===== src/rtl/core/sqsab_pkg.sv =====
// ----------------------------------------------------------------------------
// sqsab_pkg: shared definitions of the sample queue / spread alarm monitor
// Operation codes, register map, microcode format and the microcode program.
// ----------------------------------------------------------------------------
package sqsab_pkg;

  localparam int ValW  = 10;
  localparam int CntW  = 3;
  localparam int TickW = 3;
  localparam int PerW  = 3;

  localparam int STdataW = 16;
  localparam int MTdataW = 40;
  localparam int PaddrW  = 4;
  localparam int PdataW  = 32;

  localparam logic [1:0] OP_SAMPLE = 2'd0;
  localparam logic [1:0] OP_DRAIN  = 2'd1;
  localparam logic [1:0] OP_TICK   = 2'd2;

  localparam logic [1:0] REG_LOW_LIMIT  = 2'd0;
  localparam logic [1:0] REG_HIGH_LIMIT = 2'd1;
  localparam logic [1:0] REG_THRESHOLD  = 2'd2;
  localparam logic [1:0] REG_SLOW_PER   = 2'd3;

  localparam logic [ValW-1:0]  LOW_LIMIT_RST  = 10'd10;
  localparam logic [ValW-1:0]  HIGH_LIMIT_RST = 10'd1013;
  localparam logic [ValW-1:0]  THRESHOLD_RST  = 10'd500;
  localparam logic [PerW-1:0]  SLOW_PER_RST   = 3'd4;
  localparam logic [ValW-1:0]  VAL_MAX        = 10'd1023;
  localparam logic [TickW-1:0] TICK_MAX       = 3'd7;

  typedef struct packed {
    logic [ValW-1:0] low_limit;
    logic [ValW-1:0] high_limit;
    logic [ValW-1:0] threshold;
    logic [PerW-1:0] slow_period;
  } cfg_t;

  // Datapath action of one microcode step.
  typedef enum logic [2:0] {
    ACT_NOP,
    ACT_CAPTURE,
    ACT_SAMPLE,
    ACT_DRAIN_INIT,
    ACT_DRAIN_STEP,
    ACT_DRAIN_FIN,
    ACT_TICK,
    ACT_EMIT
  } act_e;

  // Sequencing of one microcode step.
  typedef enum logic [2:0] {
    JMP_NEXT,
    JMP_ALWAYS,
    JMP_DISPATCH,
    JMP_NONEMPTY,
    JMP_OUT_FREE
  } jmp_e;

  typedef logic [2:0] step_t;

  localparam step_t STEP_FETCH      = 3'd0;
  localparam step_t STEP_SAMPLE     = 3'd1;
  localparam step_t STEP_DRAIN_INIT = 3'd2;
  localparam step_t STEP_DRAIN_LOOP = 3'd3;
  localparam step_t STEP_DRAIN_FIN  = 3'd4;
  localparam step_t STEP_TICK       = 3'd5;
  localparam step_t STEP_EMIT       = 3'd6;

  typedef struct packed {
    act_e  act;
    jmp_e  jmp;
    step_t target;
  } uword_t;

  typedef struct packed {
    logic       in_fire;
    logic [1:0] op;
    logic       nonempty;
    logic       out_free;
  } dp_status_t;

  function automatic uword_t ucode(step_t s);
    uword_t w;
    w = '{act: ACT_NOP, jmp: JMP_ALWAYS, target: STEP_FETCH};
    unique case (s)
      STEP_FETCH:      w = '{act: ACT_CAPTURE,    jmp: JMP_DISPATCH, target: STEP_FETCH};
      STEP_SAMPLE:     w = '{act: ACT_SAMPLE,     jmp: JMP_ALWAYS,   target: STEP_EMIT};
      STEP_DRAIN_INIT: w = '{act: ACT_DRAIN_INIT, jmp: JMP_NEXT,     target: STEP_FETCH};
      // Pops one entry per pass and loops while the queue still held data.
      STEP_DRAIN_LOOP: w = '{act: ACT_DRAIN_STEP, jmp: JMP_NONEMPTY, target: STEP_DRAIN_LOOP};
      STEP_DRAIN_FIN:  w = '{act: ACT_DRAIN_FIN,  jmp: JMP_ALWAYS,   target: STEP_EMIT};
      STEP_TICK:       w = '{act: ACT_TICK,       jmp: JMP_ALWAYS,   target: STEP_EMIT};
      STEP_EMIT:       w = '{act: ACT_EMIT,       jmp: JMP_OUT_FREE, target: STEP_FETCH};
      default:         w = '{act: ACT_NOP,        jmp: JMP_ALWAYS,   target: STEP_FETCH};
    endcase
    return w;
  endfunction

endpackage


===== src/rtl/core/sqsab_seq.sv =====
// ----------------------------------------------------------------------------
// sqsab_seq: microcode sequencer
// Step counter, program lookup and conditional jumps.
// ----------------------------------------------------------------------------
module sqsab_seq (
  input  logic                   clk_i,
  input  logic                   rst_ni,
  input  sqsab_pkg::dp_status_t  status_i,
  output sqsab_pkg::uword_t      uword_o
);

  sqsab_pkg::step_t  pc_q, pc_d;
  sqsab_pkg::uword_t uw;

  assign uw      = sqsab_pkg::ucode(pc_q);
  assign uword_o = uw;

  always_comb begin
    pc_d = pc_q;
    unique case (uw.jmp)
      sqsab_pkg::JMP_NEXT:   pc_d = pc_q + 3'd1;
      sqsab_pkg::JMP_ALWAYS: pc_d = uw.target;
      sqsab_pkg::JMP_DISPATCH: begin
        if (status_i.in_fire) begin
          case (status_i.op)
            sqsab_pkg::OP_SAMPLE: pc_d = sqsab_pkg::STEP_SAMPLE;
            sqsab_pkg::OP_DRAIN:  pc_d = sqsab_pkg::STEP_DRAIN_INIT;
            sqsab_pkg::OP_TICK:   pc_d = sqsab_pkg::STEP_TICK;
            default:              pc_d = sqsab_pkg::STEP_EMIT;
          endcase
        end
      end
      sqsab_pkg::JMP_NONEMPTY: pc_d = status_i.nonempty ? uw.target : pc_q + 3'd1;
      sqsab_pkg::JMP_OUT_FREE: pc_d = status_i.out_free ? uw.target : pc_q;
      default:                 pc_d = sqsab_pkg::STEP_FETCH;
    endcase
  end

  always_ff @(posedge clk_i or negedge rst_ni) begin
    if (!rst_ni) begin
      pc_q <= sqsab_pkg::STEP_FETCH;
    end else begin
      pc_q <= pc_d;
    end
  end

endmodule


===== src/rtl/core/sqsab_dp.sv =====
// ----------------------------------------------------------------------------
// sqsab_dp: monitor datapath
// Sample queue, drain statistics, flags, LED blinker and result register.
// ----------------------------------------------------------------------------
module sqsab_dp #(
  parameter int QUEUE_DEPTH = 5
) (
  input  logic                          clk_i,
  input  logic                          rst_ni,
  input  sqsab_pkg::uword_t             uword_i,
  input  sqsab_pkg::cfg_t               cfg_i,
  input  logic                          in_fire_i,
  input  logic [sqsab_pkg::STdataW-1:0] in_data_i,
  input  logic                          out_ready_i,
  output sqsab_pkg::dp_status_t         status_o,
  output logic                          out_valid_o,
  output logic [sqsab_pkg::MTdataW-1:0] out_data_o
);

  localparam int PtrW  = (QUEUE_DEPTH > 1) ? $clog2(QUEUE_DEPTH) : 1;
  localparam int FillW = $clog2(QUEUE_DEPTH + 1);
  localparam logic [PtrW-1:0]  LastSlot = PtrW'(QUEUE_DEPTH - 1);
  localparam logic [FillW-1:0] FullCnt  = FillW'(QUEUE_DEPTH);

  logic [sqsab_pkg::ValW-1:0] mem_q [QUEUE_DEPTH];

  logic [PtrW-1:0]             wptr_q, rptr_q;
  logic [FillW-1:0]            fill_q;
  logic                        err_q, alarm_q, phase_q, first_q;
  logic [sqsab_pkg::TickW-1:0] tick_q;
  logic [sqsab_pkg::ValW-1:0]  x_q;

  logic                        ovf_q, got_q, lw_q, ll_q;
  logic [sqsab_pkg::CntW-1:0]  cnt_q;
  logic [sqsab_pkg::ValW-1:0]  lo_q, hi_q, spr_q;

  logic                                  out_valid_q;
  logic [sqsab_pkg::MTdataW-1:0]         out_data_q;

  logic                        out_free, emit;
  logic [sqsab_pkg::ValW-1:0]  rd_q, spr_w;
  logic [PtrW-1:0]             rptr_inc, rd_addr;
  logic                        slow_fire;

  assign out_free  = !out_valid_q || out_ready_i;
  assign emit      = (uword_i.act == sqsab_pkg::ACT_EMIT) && out_free;
  assign spr_w     = hi_q - lo_q;
  assign slow_fire = alarm_q && (tick_q >= cfg_i.slow_period);
  assign rptr_inc  = (rptr_q == LastSlot) ? '0 : rptr_q + PtrW'(1);

  // The queue is read ahead: during a pop the entry behind the head
  // is fetched so that the next drain pass finds it in the read register.
  assign rd_addr = ((uword_i.act == sqsab_pkg::ACT_DRAIN_STEP) && (fill_q != '0)) ?
                   rptr_inc : rptr_q;

  assign status_o.in_fire  = in_fire_i;
  assign status_o.op       = in_data_i[1:0];
  assign status_o.nonempty = (fill_q != '0);
  assign status_o.out_free = out_free;

  assign out_valid_o = out_valid_q;
  assign out_data_o  = out_data_q;

  // Control state and per-operation result flags.
  always_ff @(posedge clk_i or negedge rst_ni) begin
    if (!rst_ni) begin
      wptr_q      <= '0;
      rptr_q      <= '0;
      fill_q      <= '0;
      err_q       <= 1'b0;
      alarm_q     <= 1'b0;
      phase_q     <= 1'b0;
      first_q     <= 1'b1;
      tick_q      <= '0;
      ovf_q       <= 1'b0;
      got_q       <= 1'b0;
      lw_q        <= 1'b0;
      ll_q        <= 1'b0;
      cnt_q       <= '0;
      out_valid_q <= 1'b0;
    end else begin
      if (emit) begin
        out_valid_q <= 1'b1;
      end else if (out_ready_i) begin
        out_valid_q <= 1'b0;
      end
      case (uword_i.act)
        sqsab_pkg::ACT_CAPTURE: begin
          if (in_fire_i) begin
            ovf_q <= 1'b0;
            got_q <= 1'b0;
            lw_q  <= 1'b0;
            ll_q  <= 1'b0;
            cnt_q <= '0;
          end
        end
        sqsab_pkg::ACT_SAMPLE: begin
          err_q <= (x_q < cfg_i.low_limit) || (x_q > cfg_i.high_limit);
          if (fill_q == FullCnt) begin
            ovf_q <= 1'b1;
          end else begin
            fill_q <= fill_q + FillW'(1);
            wptr_q <= (wptr_q == LastSlot) ? '0 : wptr_q + PtrW'(1);
          end
        end
        sqsab_pkg::ACT_DRAIN_STEP: begin
          if (fill_q != '0) begin
            fill_q <= fill_q - FillW'(1);
            rptr_q <= rptr_inc;
            cnt_q  <= cnt_q + 3'd1;
            got_q  <= 1'b1;
          end
        end
        sqsab_pkg::ACT_DRAIN_FIN: begin
          alarm_q <= got_q && (spr_w > cfg_i.threshold);
        end
        sqsab_pkg::ACT_TICK: begin
          if (err_q) begin
            lw_q    <= 1'b1;
            ll_q    <= phase_q;
            phase_q <= !phase_q;
            first_q <= 1'b1;
          end else if (slow_fire) begin
            // The first slow blink after leaving another mode is lit.
            lw_q    <= 1'b1;
            ll_q    <= first_q | phase_q;
            phase_q <= !(first_q | phase_q);
            first_q <= 1'b0;
          end else if (!alarm_q) begin
            lw_q    <= 1'b1;
            ll_q    <= 1'b0;
            first_q <= 1'b1;
          end
          if (!err_q && slow_fire) begin
            tick_q <= 3'd1;
          end else if (tick_q != sqsab_pkg::TICK_MAX) begin
            tick_q <= tick_q + 3'd1;
          end
        end
        default: ;
      endcase
    end
  end

  // Payload: queue storage, captured reading, statistics and result register.
  always_ff @(posedge clk_i) begin
    rd_q <= mem_q[rd_addr];
    case (uword_i.act)
      sqsab_pkg::ACT_CAPTURE: begin
        if (in_fire_i) begin
          x_q   <= in_data_i[11:2];
          lo_q  <= '0;
          hi_q  <= '0;
          spr_q <= '0;
        end
      end
      sqsab_pkg::ACT_SAMPLE: begin
        if (fill_q != FullCnt) begin
          mem_q[wptr_q] <= x_q;
        end
      end
      sqsab_pkg::ACT_DRAIN_INIT: begin
        lo_q <= sqsab_pkg::VAL_MAX;
        hi_q <= '0;
      end
      sqsab_pkg::ACT_DRAIN_STEP: begin
        if (fill_q != '0) begin
          if (rd_q < lo_q) lo_q <= rd_q;
          if (rd_q > hi_q) hi_q <= rd_q;
        end
      end
      sqsab_pkg::ACT_DRAIN_FIN: begin
        if (got_q) begin
          spr_q <= spr_w;
        end else begin
          lo_q  <= '0;
          hi_q  <= '0;
          spr_q <= '0;
        end
      end
      default: ;
    endcase
    if (emit) begin
      out_data_q <= {2'b00, ll_q, lw_q, spr_q, hi_q, lo_q, cnt_q, alarm_q, err_q, ovf_q};
    end
  end

endmodule


===== src/rtl/core/sample_queue_spread_alarm_blinker_unit.sv =====
// ----------------------------------------------------------------------------
// sample_queue_spread_alarm_blinker_unit: sensor monitor top level
// Stream in, stream out, APB register file, sequencer and datapath.
// ----------------------------------------------------------------------------
// Each input transaction yields exactly one result transaction. A sample or a
// tick steps through fetch, operate and emit; a drain steps through fetch,
// drain init, the drain loop, drain finish and emit, where the microcode loop
// pops one entry per cycle from the queue and needs one more pass to see it
// empty. An unused operation code goes from fetch straight to emit, and the
// emit step waits while the output register still holds an untaken result.
// The next input is accepted only once the sequencer is back at its fetch
// step, but a finished result may wait in the output register meanwhile.
module sample_queue_spread_alarm_blinker_unit #(
  parameter int QUEUE_DEPTH = 5
) (
  input  logic                          clk_i,
  input  logic                          rst_ni,
  // s_axis_tdata: [1:0] operation, [11:2] sample_value, rest zero.
  input  logic                          s_axis_tvalid,
  output logic                          s_axis_tready,
  input  logic [sqsab_pkg::STdataW-1:0] s_axis_tdata,
  // m_axis_tdata: [0] overflow, [1] error_out, [2] alarm_out,
  // [5:3] drained_count, [15:6] min_value, [25:16] max_value,
  // [35:26] spread, [36] led_write, [37] led_level, rest zero.
  output logic                          m_axis_tvalid,
  input  logic                          m_axis_tready,
  output logic [sqsab_pkg::MTdataW-1:0] m_axis_tdata,
  input  logic                          psel,
  input  logic                          penable,
  input  logic                          pwrite,
  input  logic [sqsab_pkg::PaddrW-1:0]  paddr,
  input  logic [sqsab_pkg::PdataW-1:0]  pwdata,
  output logic [sqsab_pkg::PdataW-1:0]  prdata,
  output logic                          pready
);

  sqsab_pkg::uword_t     uword;
  sqsab_pkg::dp_status_t status;
  sqsab_pkg::cfg_t       cfg_q;
  logic                  in_fire, cfg_wr;
  logic [1:0]            reg_idx;

  assign s_axis_tready = (uword.act == sqsab_pkg::ACT_CAPTURE);
  assign in_fire       = s_axis_tvalid && s_axis_tready;

  assign pready  = 1'b1;
  assign reg_idx = paddr[3:2];
  assign cfg_wr  = psel && penable && pwrite && pready;

  always_ff @(posedge clk_i or negedge rst_ni) begin
    if (!rst_ni) begin
      cfg_q.low_limit   <= sqsab_pkg::LOW_LIMIT_RST;
      cfg_q.high_limit  <= sqsab_pkg::HIGH_LIMIT_RST;
      cfg_q.threshold   <= sqsab_pkg::THRESHOLD_RST;
      cfg_q.slow_period <= sqsab_pkg::SLOW_PER_RST;
    end else if (cfg_wr) begin
      unique case (reg_idx)
        sqsab_pkg::REG_LOW_LIMIT:  cfg_q.low_limit   <= pwdata[9:0];
        sqsab_pkg::REG_HIGH_LIMIT: cfg_q.high_limit  <= pwdata[9:0];
        sqsab_pkg::REG_THRESHOLD:  cfg_q.threshold   <= pwdata[9:0];
        sqsab_pkg::REG_SLOW_PER:   cfg_q.slow_period <= pwdata[2:0];
        default: ;
      endcase
    end
  end

  always_comb begin
    prdata = '0;
    unique case (reg_idx)
      sqsab_pkg::REG_LOW_LIMIT:  prdata = {22'd0, cfg_q.low_limit};
      sqsab_pkg::REG_HIGH_LIMIT: prdata = {22'd0, cfg_q.high_limit};
      sqsab_pkg::REG_THRESHOLD:  prdata = {22'd0, cfg_q.threshold};
      sqsab_pkg::REG_SLOW_PER:   prdata = {29'd0, cfg_q.slow_period};
      default:                   prdata = '0;
    endcase
  end

  sqsab_seq u_seq (
    .clk_i    (clk_i),
    .rst_ni   (rst_ni),
    .status_i (status),
    .uword_o  (uword)
  );

  sqsab_dp #(
    .QUEUE_DEPTH (QUEUE_DEPTH)
  ) u_dp (
    .clk_i       (clk_i),
    .rst_ni      (rst_ni),
    .uword_i     (uword),
    .cfg_i       (cfg_q),
    .in_fire_i   (in_fire),
    .in_data_i   (s_axis_tdata),
    .out_ready_i (m_axis_tready),
    .status_o    (status),
    .out_valid_o (m_axis_tvalid),
    .out_data_o  (m_axis_tdata)
  );

endmodule

===== config.mk =====
export PLATFORM = sky130hd
export DESIGN_NAME = sample_queue_spread_alarm_blinker_unit
export DESIGN_NICKNAME = d
export VERILOG_FILES = /design/src/rtl/core/sqsab_pkg.sv /design/src/rtl/core/sqsab_seq.sv /design/src/rtl/core/sqsab_dp.sv /design/src/rtl/core/sample_queue_spread_alarm_blinker_unit.sv
export SDC_FILE = /design/constraint.sdc
export NUM_CORES = 1
export LEC_CHECK = 0
export BUFFER_PORTS_ARGS = -buffer_cell sky130_fd_sc_hd__buf_2
export CAP_MARGIN = 20
export CELL_PAD_IN_SITES_DETAIL_PLACEMENT = 1
export CELL_PAD_IN_SITES_GLOBAL_PLACEMENT = 2
export CORE_ASPECT_RATIO = 1.25
export CORE_UTILIZATION = 35
export DETAILED_ROUTE_END_ITERATION = 12
export GPL_ROUTABILITY_DRIVEN = 0
export MAX_ROUTING_LAYER = met4
export PLACE_DENSITY_LB_ADDON = 0.1
export SLEW_MARGIN = 0
export SYNTH_ARGS = -nofsm -noshare
export SYNTH_HDL_FRONTEND = slang
export SYNTH_HIERARCHICAL = 1
export SYNTH_SLANG_ARGS = --single-unit

===== constraint.sdc =====
create_clock -name clk_i -period 3.49 [get_ports clk_i]
set_input_delay 0.1745 -clock clk_i [delete_from_list [all_inputs] [get_ports clk_i]]
set_output_delay 0.1745 -clock clk_i [all_outputs]
set_load 0.01 [all_outputs]

==> results of run 1 <==
power groups by stage:
stage	Clock [mW]	Combinational (mW)	Sequential, mW
5_1_grt	2.10	6.14	4.14
3_5_place_dp	0	5.48	4.10
4_1_cts	2.03	5.53	4.05
3_3_place_gp	0	5.44	4.08
6_report	1.95	5.43	4.03
2_1_floorplan	0	3.69	3.97
cell type report:
type                            count  area (um2)  share of cell area (%)
Sequential cell                   198        5568                   46.87
Tap cell                          390       488.0                   4.107
Multi-Input combinational cell    554        4100                   34.51
Inverter                           85       319.1                   2.686
Clock inverter                     14       137.6                   1.159
Clock buffer                       18       429.2                   3.612
Timing Repair Buffer              134       838.3                   7.056
path summary, 6_finish.rpt:
path | slack, ns | depth (start not counted) | end
setup / recovery | 0.33 | 13 | u_dp/rd_q[6]
hold / removal | 0.03 | 2 | cfg_q[28]
setup reg to reg | 0.33 | 13 | u_dp/rd_q[6]
hold reg to reg | 0.42 | 0 | u_dp/out_data_o[32]
max in group asynchronous | 2.47 | 3 | cfg_q[2]
min in group asynchronous | 0.24 | 2 | cfg_q[25]
layer usage:
metal	wire, um	share of wire, %	vias up
met2	12790	51	104
li1	-	-	3295
met4	454	1.8	0
met3	621	2.5	28
met5	0	0	-
met1	11350	45	3325
registers in the layout (all words and copies together), names as in the netlist, 3 cells and up:
name and cells:
u_dp/tick_q 3, u_dp/lo_q 10, u_dp/x_q 10, u_seq/pc_q 3, u_dp/cnt_q 3, u_dp/mem_q 50
cfg_q 33, u_dp/wptr_q 3, u_dp/fill_q 3, u_dp/spr_q 10, u_dp/rd_q 10, u_dp/rptr_q 3
u_dp/hi_q 10, u_dp/out_data_o 38
cell usage in the layout (no fill, tap or decap), drive strengths merged, types with 18 or more instances in the layout:
master  count
o21ai      33
a21o       19
buf       119
nand2      75
mux2       34
dfstp      18
clkbuf     19
conb       25
nand3      21
inv        93
edfxtp    128
dfrtp      42
a21oi      52
ha         72
nor2       46
mux2i      18
metrics by stage:
stage	instance area (um2)	setup slack (ns)	hold WS [ns]	total power, mW	instances
finish	11880	0.3285	0.02592	11.40	1393
detailed placement	11170	0.1138	0.1892	9.582	1346
CTS	11880	0.1098	0.005067	11.61	1392
global route	11880	0.01977	0.02429	12.37	1393
floorplan	10360	0.03245	-0.1211	7.657	892
global placement	11170	0.1895	0.1817	9.515	1346
==> summary.txt, run 1 <==
Min path
  – Hold Path Origin: pwdata[5]
  – Hold WC Path Type: in2reg

Critical path
  – Crit path max fanout: 12
  – R2r startpoint: u_seq/pc_q[1]
  – Crit start category: register
  – Worst EP required: 3.79 ns
  – Most frequent CP cell: buf_4
  – Critical path, cell by cell: inv_1, ha_1, nor3_1, o21ai_0, buf_4, nor3b_2, buf_4, and2_1, buf_4, nand3_1, a21oi_1, nor3_1, a221oi_1
  – Crit path kind: reg2reg
  – Crit path DAT: 3.46 ns
  – Worst Path Buf+Inv: 4
  – Largest delay share family, worst path: buffers and inverters
  – Setup crit end kind: register
  – Crit. Startpoint: u_seq/pc_q[1]
  – Largest stage delay, worst path: 0.41 ns
  – Critical-path top delay cell: dfrtp_1

Final layout
  – Area grow syn2layout: 15.65%
  – Nets: 1123
  – Fin util: 41.45%
  – Share of layout cells above drive strength 1: 23.33%
  – Inserted Diodes: 0
  – Fillcell total: 3126

Global routing
  – Largest net degree at the start of global routing: 35
  – GR Util met2: 31.21%
  – Global-route wire length before repair: 39830 um
  – GR Layer Usage met1: 21.87%
  – Antenna violations before repair: 0
  – GRT Total Usage: 18.28%
  – Vias in the first global route: 7054
  – Remaining global-route overflow: 0
  – M3 GR Usage: 2.979%
  – Top Usage Layer GRT: met2

Clocking
  – Post CTS Setup Buffer Count: 0
  – Root buffer cell: clkbuf_16
  – # hold bufs at CTS: 14
  – CTS resizes: 0
  – Clk_lat worst skew: 0.45 ns
  – CTS tree: done
  – CTS max path bufs: 2
  – CTS H-tree lvls: 4
  – CTS Buf Count: 17
  – Clock transition at the registers of the reported paths: 0.08 ns
  – CTS sink cnt: 198

Power
  – Clk pwr share: 17.1%
  – Sequential power share: 35.4%
  – P per Cell Area: 959.9 nW/um2
  – Combinational power share: 47.6%
  – P_int: 6.802 mW
  – Leakage: 5.154 nW
  – Switch share: 40.36%
  – NetSw: 4.602 mW
  – Max IR drop VDD: 0.4085 mV

STA
  – Least-Margin Pin Slew: 0.6824 ns
  – Achievable frequency: 316.3 MHz
  – Final period util: 90.59%
  – Fin crit period: 3.161 ns
  – Clk_skew: 0.01453 ns
  – Final number of max-transition violations: 0
  – Setup_tns: 0 ns
  – Final hold vios: 0
  – Final-report setup violation count: 0
  – Slew headroom: 54.31%
  – Setup repair after global routing missed its margin: no

Placed design
  – Port bufs: 80
  – Dpl hpwl: 18970 um

Floorplanning
  – Core box area: 28660 um2
  – Die height: 193.5 um
  – Io pins: 134
  – Starting Density: 35.84%
  – Die width: 155.2 um
  – Row Count: 69
  – Die ar.: 30040 um2

Drt
  – Via-per-instance ratio: 4.847
  – Antenna-violating nets left: 0
  – Routed len/inst: 18.10 um
  – Drc violations: 0
  – Final wirelength: 25210 um
  – 1st-iter DRT viols: 291
  – Routed via count: 6752
  – DRT Pass-1 Iters: 6

Yosys
  – Synthesized area: 10270 um2
  – Syn Area/Cell: 11.81 um2
  – Gate Count Post-Synth: 870
  – Synth Warn #: 6

Run
  – Max Cap Viol: 0

Outcome
  – Status: finished clean
No activity file was read; power rests on OpenSTA's default activity.
==> run 2: changes to the inputs <==
CORE_ASPECT_RATIO = unset   (was 1.25)
==> run 2 against run 1 <==
Effect of this change:
- combinational power about the same
- sequential share of layout area rose by 0.11 points
- wire length rose by 3.1%
- largest power group unchanged
- highest routed layer unchanged
==> summary.txt, run 2 (synthesized netlist as in run 1, its figures left out) <==
Global routing
  – Global-route wire length before repair: 41590 um (+4.4%)
  – Largest net degree at the start of global routing: 40 (+14%)
  – Vias in the first global route: 7443 (+5.5%)
  – Antenna violations before repair: 0 (unchanged)
  – Remaining global-route overflow: 0 (unchanged)
  – GRT Total Usage: 18.55% (+0.27 points)

STA
  – Final setup margin: 0.2885 ns (-0.04002 ns)
  – Final period util: 91.73% (+1.1 points)
  – Final hold vios: 0 (unchanged)
  – Final number of max-transition violations: 0 (unchanged)
  – Achievable frequency: 312.4 MHz (-1.3%)
  – Setup_tns: 0 ns (unchanged)
  – Setup repair after global routing missed its margin: no
  – Clk_skew: 0.01290 ns (-0.001624 ns)
  – Hold slack: 0.01118 ns (-0.01474 ns)
  – Fin crit period: 3.202 ns (+0.04002 ns)
  – Final-report setup violation count: 0 (unchanged)
  – Least-Margin Pin Slew: 0.7417 ns (+0.05925 ns)
  – Slew headroom: 50.56% (-3.8 points)

Power
  – P_int: 6.804 mW (about the same)
  – Sequential power share: 35.3% (about the same)
  – Max IR drop VDD: 0.3420 mV (-16%)
  – P per Cell Area: 973.8 nW/um2 (+1.4%)
  – NetSw: 4.737 mW (+2.9%)
  – Combinational power share: 47.3% (-0.3 points)
  – Clk pwr share: 17.4% (+0.3 points)
  – Leakage: 5.126 nW (-0.54%)
  – Total power: 11.54 mW (+1.2%)
  – Switch share: 41.05% (+0.69 points)

Final layout
  – Commonest cells after routing, fill and taps aside: edfxtp_1 (128), inv_1 (82), buf_2 (80)
  – Commonest non-fill, non-tap cell in the layout: edfxtp_1
  – Most flop-heavy register: u_dp/mem_q
  – Max reg flops: 50 (unchanged)
  – Nets: 1116 (-0.62%)
  – Area grow syn2layout: 15.38%
  – Share of layout cells above drive strength 1: 22.39% (-0.94 points)
  – Fin util: 41.18% (-0.27 points)
  – Inserted Diodes: 0 (unchanged)

Run
  – Max Cap Viol: 0 (unchanged)

Min path
  – Hold WC Path Type: in2reg

Clocking
  – Clock transition at the registers of the reported paths: 0.08 ns (about the same)
  – CTS max path bufs: 2 (unchanged)
  – Clk_lat worst skew: 0.44 ns (about the same)
  – Root buffer cell: clkbuf_16
  – CTS Buf Count: 17 (unchanged)
  – CTS H-tree lvls: 4 (unchanged)
  – CTS sink cnt: 198 (unchanged)
  – CTS tree: done

Drt
  – Routed via count: 6771 (+0.28%)
  – Drc violations: 0 (unchanged)
  – 1st-iter DRT viols: 278 (-4.5%)
  – Via-per-instance ratio: 4.907 (+1.2%)
  – Routed len/inst: 18.84 um (+4.1%)
  – Final wirelength: 26000 um (+3.1%)
  – DRT Pass-1 Iters: 4 (-2)
  – Antenna-violating nets left: 0 (unchanged)

Floorplanning
  – Io pins: 134 (unchanged)
  – Die height: 173.3 um (-10%)
  – Die width: 173.3 um (+12%)
  – Die ar.: 30040 um2 (about the same)
  – Row Count: 62 (-10%)
  – Core box area: 28780 um2 (+0.41%)
  – Starting Density: 35.69% (-0.15 points)

Outcome
  – Status: finished clean

Critical path
  – Crit start category: register
  – Crit path max fanout: 10 (-2)
  – Crit path kind: reg2reg
  – Worst EP required: 3.82 ns (+0.03 ns)
  – Setup crit end kind: register
  – Crit path DAT: 3.53 ns (+0.07 ns)

Placed design
  – DP Worst Slack: 0.2321 ns (+0.1183 ns)
  – Port bufs: 80 (unchanged)
  – Dpl hpwl: 19930 um (+5.0%)
## run 2: what timing repair did
item,in CTS,in global routing
hold buffers,16,0
hold endpoints to repair,29,0
setup endpoints to repair,0,10
gates resized for setup,0,1
buffers inserted,0,0
## run 2: metal layers
layer / part of all wire [%] / up-vias / global-route usage [%]
met5: 0 / - / -
met4: 1.6 / 0 / 5.273
met3: 2.2 / 21 / 2.741
met2: 51 / 117 / 31.36
met1: 46 / 3359 / 23.02
li1: - / 3274 / -
## run 2: final timing paths
| kind | from | slack, ns | end | cells past startpoint |
|---|---|---|---|---|
| hold / removal | pwdata[2] | 0.01 | cfg_q[25] | 2 |
| min in group asynchronous | rst_ni | 0.22 | cfg_q[1] | 2 |
| max in group asynchronous | rst_ni | 2.31 | u_dp/got_q | 3 |
| hold reg to reg | u_dp/spr_q[8] | 0.42 | u_dp/out_data_o[34] | 0 |
| setup / recovery | u_seq/pc_q[0] | 0.29 | u_dp/rd_q[0] | 11 |
| setup reg to reg | u_seq/pc_q[0] | 0.29 | u_dp/rd_q[0] | 11 |
## run 2: worst max-delay path, stage by stage, from the launching register on
cell and delay (ns):
dfrtp_1 0.46, inv_1 0.11, ha_1 0.36, nor3_1 0.10, o21ai_0 0.33, nor3b_2 0.27
buf_4 0.21, nand2_4 0.12, a21oi_2 0.50, buf_4 0.26, mux2i_1 0.08, a221oi_1 0.29
## run 2: final cells by class
cell class,instances,area (um2)
Sequential cell,198,5568
Tap cell,384,480.5
Fill cell,3110,16930
Inverter,85,319.1
Clock inverter,14,157.7
Timing Repair Buffer,127,805.8
Clock buffer,18,429.2
Multi-Input combinational cell,554,4093
## run 2: through the flow
step	cell area, um2	std cells
2_1_floorplan	10360	892
3_3_place_gp	11100	1332
3_5_place_dp	11100	1332
4_1_cts	11850	1380
5_1_grt	11850	1380
6_report	11850	1380
## run 2: power groups by stage
stage	Sequential [mW]	Clock [mW]	Combinational, mW
after floorplan	3.97	0	3.69
after global placement	4.09	0	5.26
after detailed placement	4.14	0	5.50
after CTS	4.10	2.06	5.55
after global routing	4.19	2.15	6.12
final	4.08	2.01	5.46
==> run 3: changes to the inputs <==
CORE_ASPECT_RATIO = 0.7   (was unset)
==> run 3 against run 2 <==
Effect of this change:
- final cell count down 0.29%
- die area is essentially flat
- cell area is 0.22% higher
- fmax down 0.14%
- non-clock buffer count is 2 higher
- critical path depth stayed put
- count of clock-buffer cells in the layout unchanged
- flip-flop and latch count unchanged
- combinational power is essentially flat
- sequential share of layout area down 0.10 points
- critical endpoint is now u_dp/fill_q[2]
- largest cell class unchanged
- highest routed layer unchanged
==> summary.txt, run 3 (synthesized netlist as in run 1, its figures left out) <==
STA
  – Final-report setup violation count: 0 (unchanged)
  – Least-Margin Pin Slew: 0.8881 ns (+0.1465 ns)
  – Final number of max-transition violations: 0 (unchanged)
  – Clk_skew: 0.01050 ns (-0.002403 ns)
  – Setup_tns: 0 ns (unchanged)
  – Achievable frequency: 311.9 MHz (-0.14%)
  – Final setup margin: 0.2840 ns (-0.004524 ns)
  – Setup repair after global routing missed its margin: no
  – Final hold vios: 0 (unchanged)
  – Final period util: 91.86% (+0.13 points)
  – Fin crit period: 3.206 ns (+0.004524 ns)
  – Slew headroom: 40.79% (-9.8 points)

Final layout
  – Area grow syn2layout: 15.64%
  – Inserted Diodes: 0 (unchanged)
  – Fillcell total: 3144 (+1.1%)
  – Commonest non-fill, non-tap cell in the layout: edfxtp_1
  – Share of layout cells above drive strength 1: 22.55% (+0.16 points)
  – Max reg flops: 50 (unchanged)
  – Fin util: 41.12% (-0.062 points)
  – Area occupied by multi-input gates: 4101 um2 (+0.21%)
  – Register area: 5568 um2 (unchanged)
  – Final instance area: 11880 um2 (+0.22%)
  – Most flop-heavy register: u_dp/mem_q
  – Commonest cells after routing, fill and taps aside: edfxtp_1 (128), inv_1 (82), buf_2 (80)
  – Nets: 1118 (+0.18%)

Critical path
  – Crit start category: register
  – Worst EP required: 3.81 ns (about the same)
  – Crit path max fanout: 8 (-2)
  – R2r startpoint: u_seq/pc_q[1]
  – Crit path kind: reg2reg
  – RR Endpoint: u_dp/fill_q[2]
  – Setup crit end kind: register
  – Reg2reg setup slack: 0.28 ns (about the same)
  – Crit path DAT: 3.52 ns (about the same)
  – Worst Reg-to-Reg Cells: 11 (unchanged)

Drt
  – Antenna-violating nets left: 0 (unchanged)
  – Final wirelength: 26500 um (+1.9%)
  – Routed via count: 6871 (+1.5%)
  – Routed len/inst: 19.26 um (+2.2%)
  – Via-per-instance ratio: 4.993 (+1.8%)
  – DRT Pass-1 Iters: 7 (+3)
  – Drc violations: 0 (unchanged)
  – 1st-iter DRT viols: 328 (+18%)

Clocking
  – Clk_lat worst skew: 0.44 ns (about the same)
  – Clock transition at the registers of the reported paths: 0.08 ns (about the same)
  – CTS H-tree lvls: 4 (unchanged)
  – CTS sink cnt: 198 (unchanged)
  – CTS max path bufs: 2 (unchanged)
  – CTS tree: done
  – Root buffer cell: clkbuf_16
  – CTS Buf Count: 17 (unchanged)

Global routing
  – Vias in the first global route: 7328 (-1.5%)
  – Antenna violations before repair: 0 (unchanged)
  – Remaining global-route overflow: 0 (unchanged)
  – GRT Total Usage: 19.06% (+0.51 points)
  – Largest net degree at the start of global routing: 36 (-10%)
  – Global-route wire length before repair: 42060 um (+1.1%)

Placed design
  – DP Area: 11120 um2 (+0.18%)
  – DP Worst Slack: 0.1815 ns (-0.05055 ns)
  – Port bufs: 80 (unchanged)
  – Dpl hpwl: 20300 um (+1.9%)

Min path
  – Worst Hold End: cfg_q[24]
  – Min-Delay Path Depth: 2 (unchanged)
  – Hold WC Path Type: in2reg
  – Hold Path Origin: pwdata[1]

Floorplanning
  – Die ar.: 30050 um2 (about the same)
  – Die height: 145.3 um (-16%)
  – Io pins: 134 (unchanged)
  – Die width: 206.8 um (+19%)
  – Core box area: 28890 um2 (+0.37%)
  – Starting Density: 35.56% (-0.13 points)
  – Row Count: 52 (-16%)

Outcome
  – Status: finished clean

Power
  – Total power: 11.60 mW (+0.47%)
  – Leakage: 5.145 nW (+0.37%)
  – Max IR drop VDD: 0.3715 mV (+8.6%)
  – P per Cell Area: 976.1 nW/um2 (+0.24%)

Run
  – Max Cap Viol: 0 (unchanged)
## run 3: changes by cell type in the layout (fill, tap and decap cells not counted)
| cell | before | now |
|---|---|---|
| a21oi_2 | 1 | 0 |
| inv_6 | 4 | 7 |
| nor3b_2 | 3 | 1 |
| a21oi_4 | 1 | 2 |
| buf_4 | 30 | 31 |
| nor3b_4 | 0 | 1 |
| clkinv_1 | 2 | 1 |
| buf_12 | 1 | 2 |
| clkinv_2 | 0 | 1 |
| inv_8 | 5 | 3 |
| nor3b_1 | 3 | 4 |
| clkinvlp_4 | 1 | 0 |
## run 3: area by class of cell
type	count	area share, %
inverter	85	2.686
clock inverter	14	1.306
timing repair buffer	129	7.015
tap	378	3.981
sequential	198	46.87
multi-input combinational	554	34.53
clock buffer	18	3.613
## run 3: layer usage
metal	vias to the layer above	global-route usage, %	wire, um
met5	-	-	0
met4	0	4.526	373
met3	18	3.090	773
met2	117	28.46	11960
met1	3448	27.04	13400
li1	3288	-	-
## run 3: per-stage QoR
step	hold WS, ns	cells
2_1_floorplan	-0.1211	892
5_1_grt	0.01309	1376
6_report	0.01713	1376
4_1_cts	0.0004593	1376
3_3_place_gp	0.3361	1328
3_5_place_dp	0.3535	1328
## run 3: worst max path at each step
stage / start / end / slack (ns)
after floorplan: u_seq/pc_q[0] / u_dp/mem_q[4][0] / 0.03
after global placement: u_seq/pc_q[0] / u_dp/rd_q[5] / 0.29
after detailed placement: u_seq/pc_q[1] / u_dp/rd_q[5] / 0.18
after CTS: u_seq/pc_q[1] / u_dp/rd_q[5] / 0.16
after global routing: u_seq/pc_q[0] / u_dp/rd_q[5] / 0.04
final: u_seq/pc_q[1] / u_dp/fill_q[2] / 0.28
## run 3: power breakdown
part | switching (mW) | total, mW | leakage, nW | internal (mW)
Sequential | 0.589 | 4.10 | 1.96 | 3.51
Combinational | 3.15 | 5.48 | 2.90 | 2.32
Clock | 0.992 | 2.02 | 0.290 | 1.02
Total | 4.74 | 11.6 | 5.15 | 6.86
## run 3: critical path, stage by stage (launching register included)
cell and delay (ns):
dfrtp_1 0.47, inv_1 0.12, ha_1 0.34, nor3_1 0.10, o21ai_0 0.32, nor3b_4 0.41
buf_4 0.21, clkinv_1 0.11, fa_1 0.46, nand3_1 0.12, o31ai_1 0.08, a221o_1 0.36
## run 3: timing repair
action,CTS,global route
setup buffers,0,0
setup endpoints to repair,0,4
hold endpoints to repair,42,0
hold buffers,16,0
resized for setup,0,2
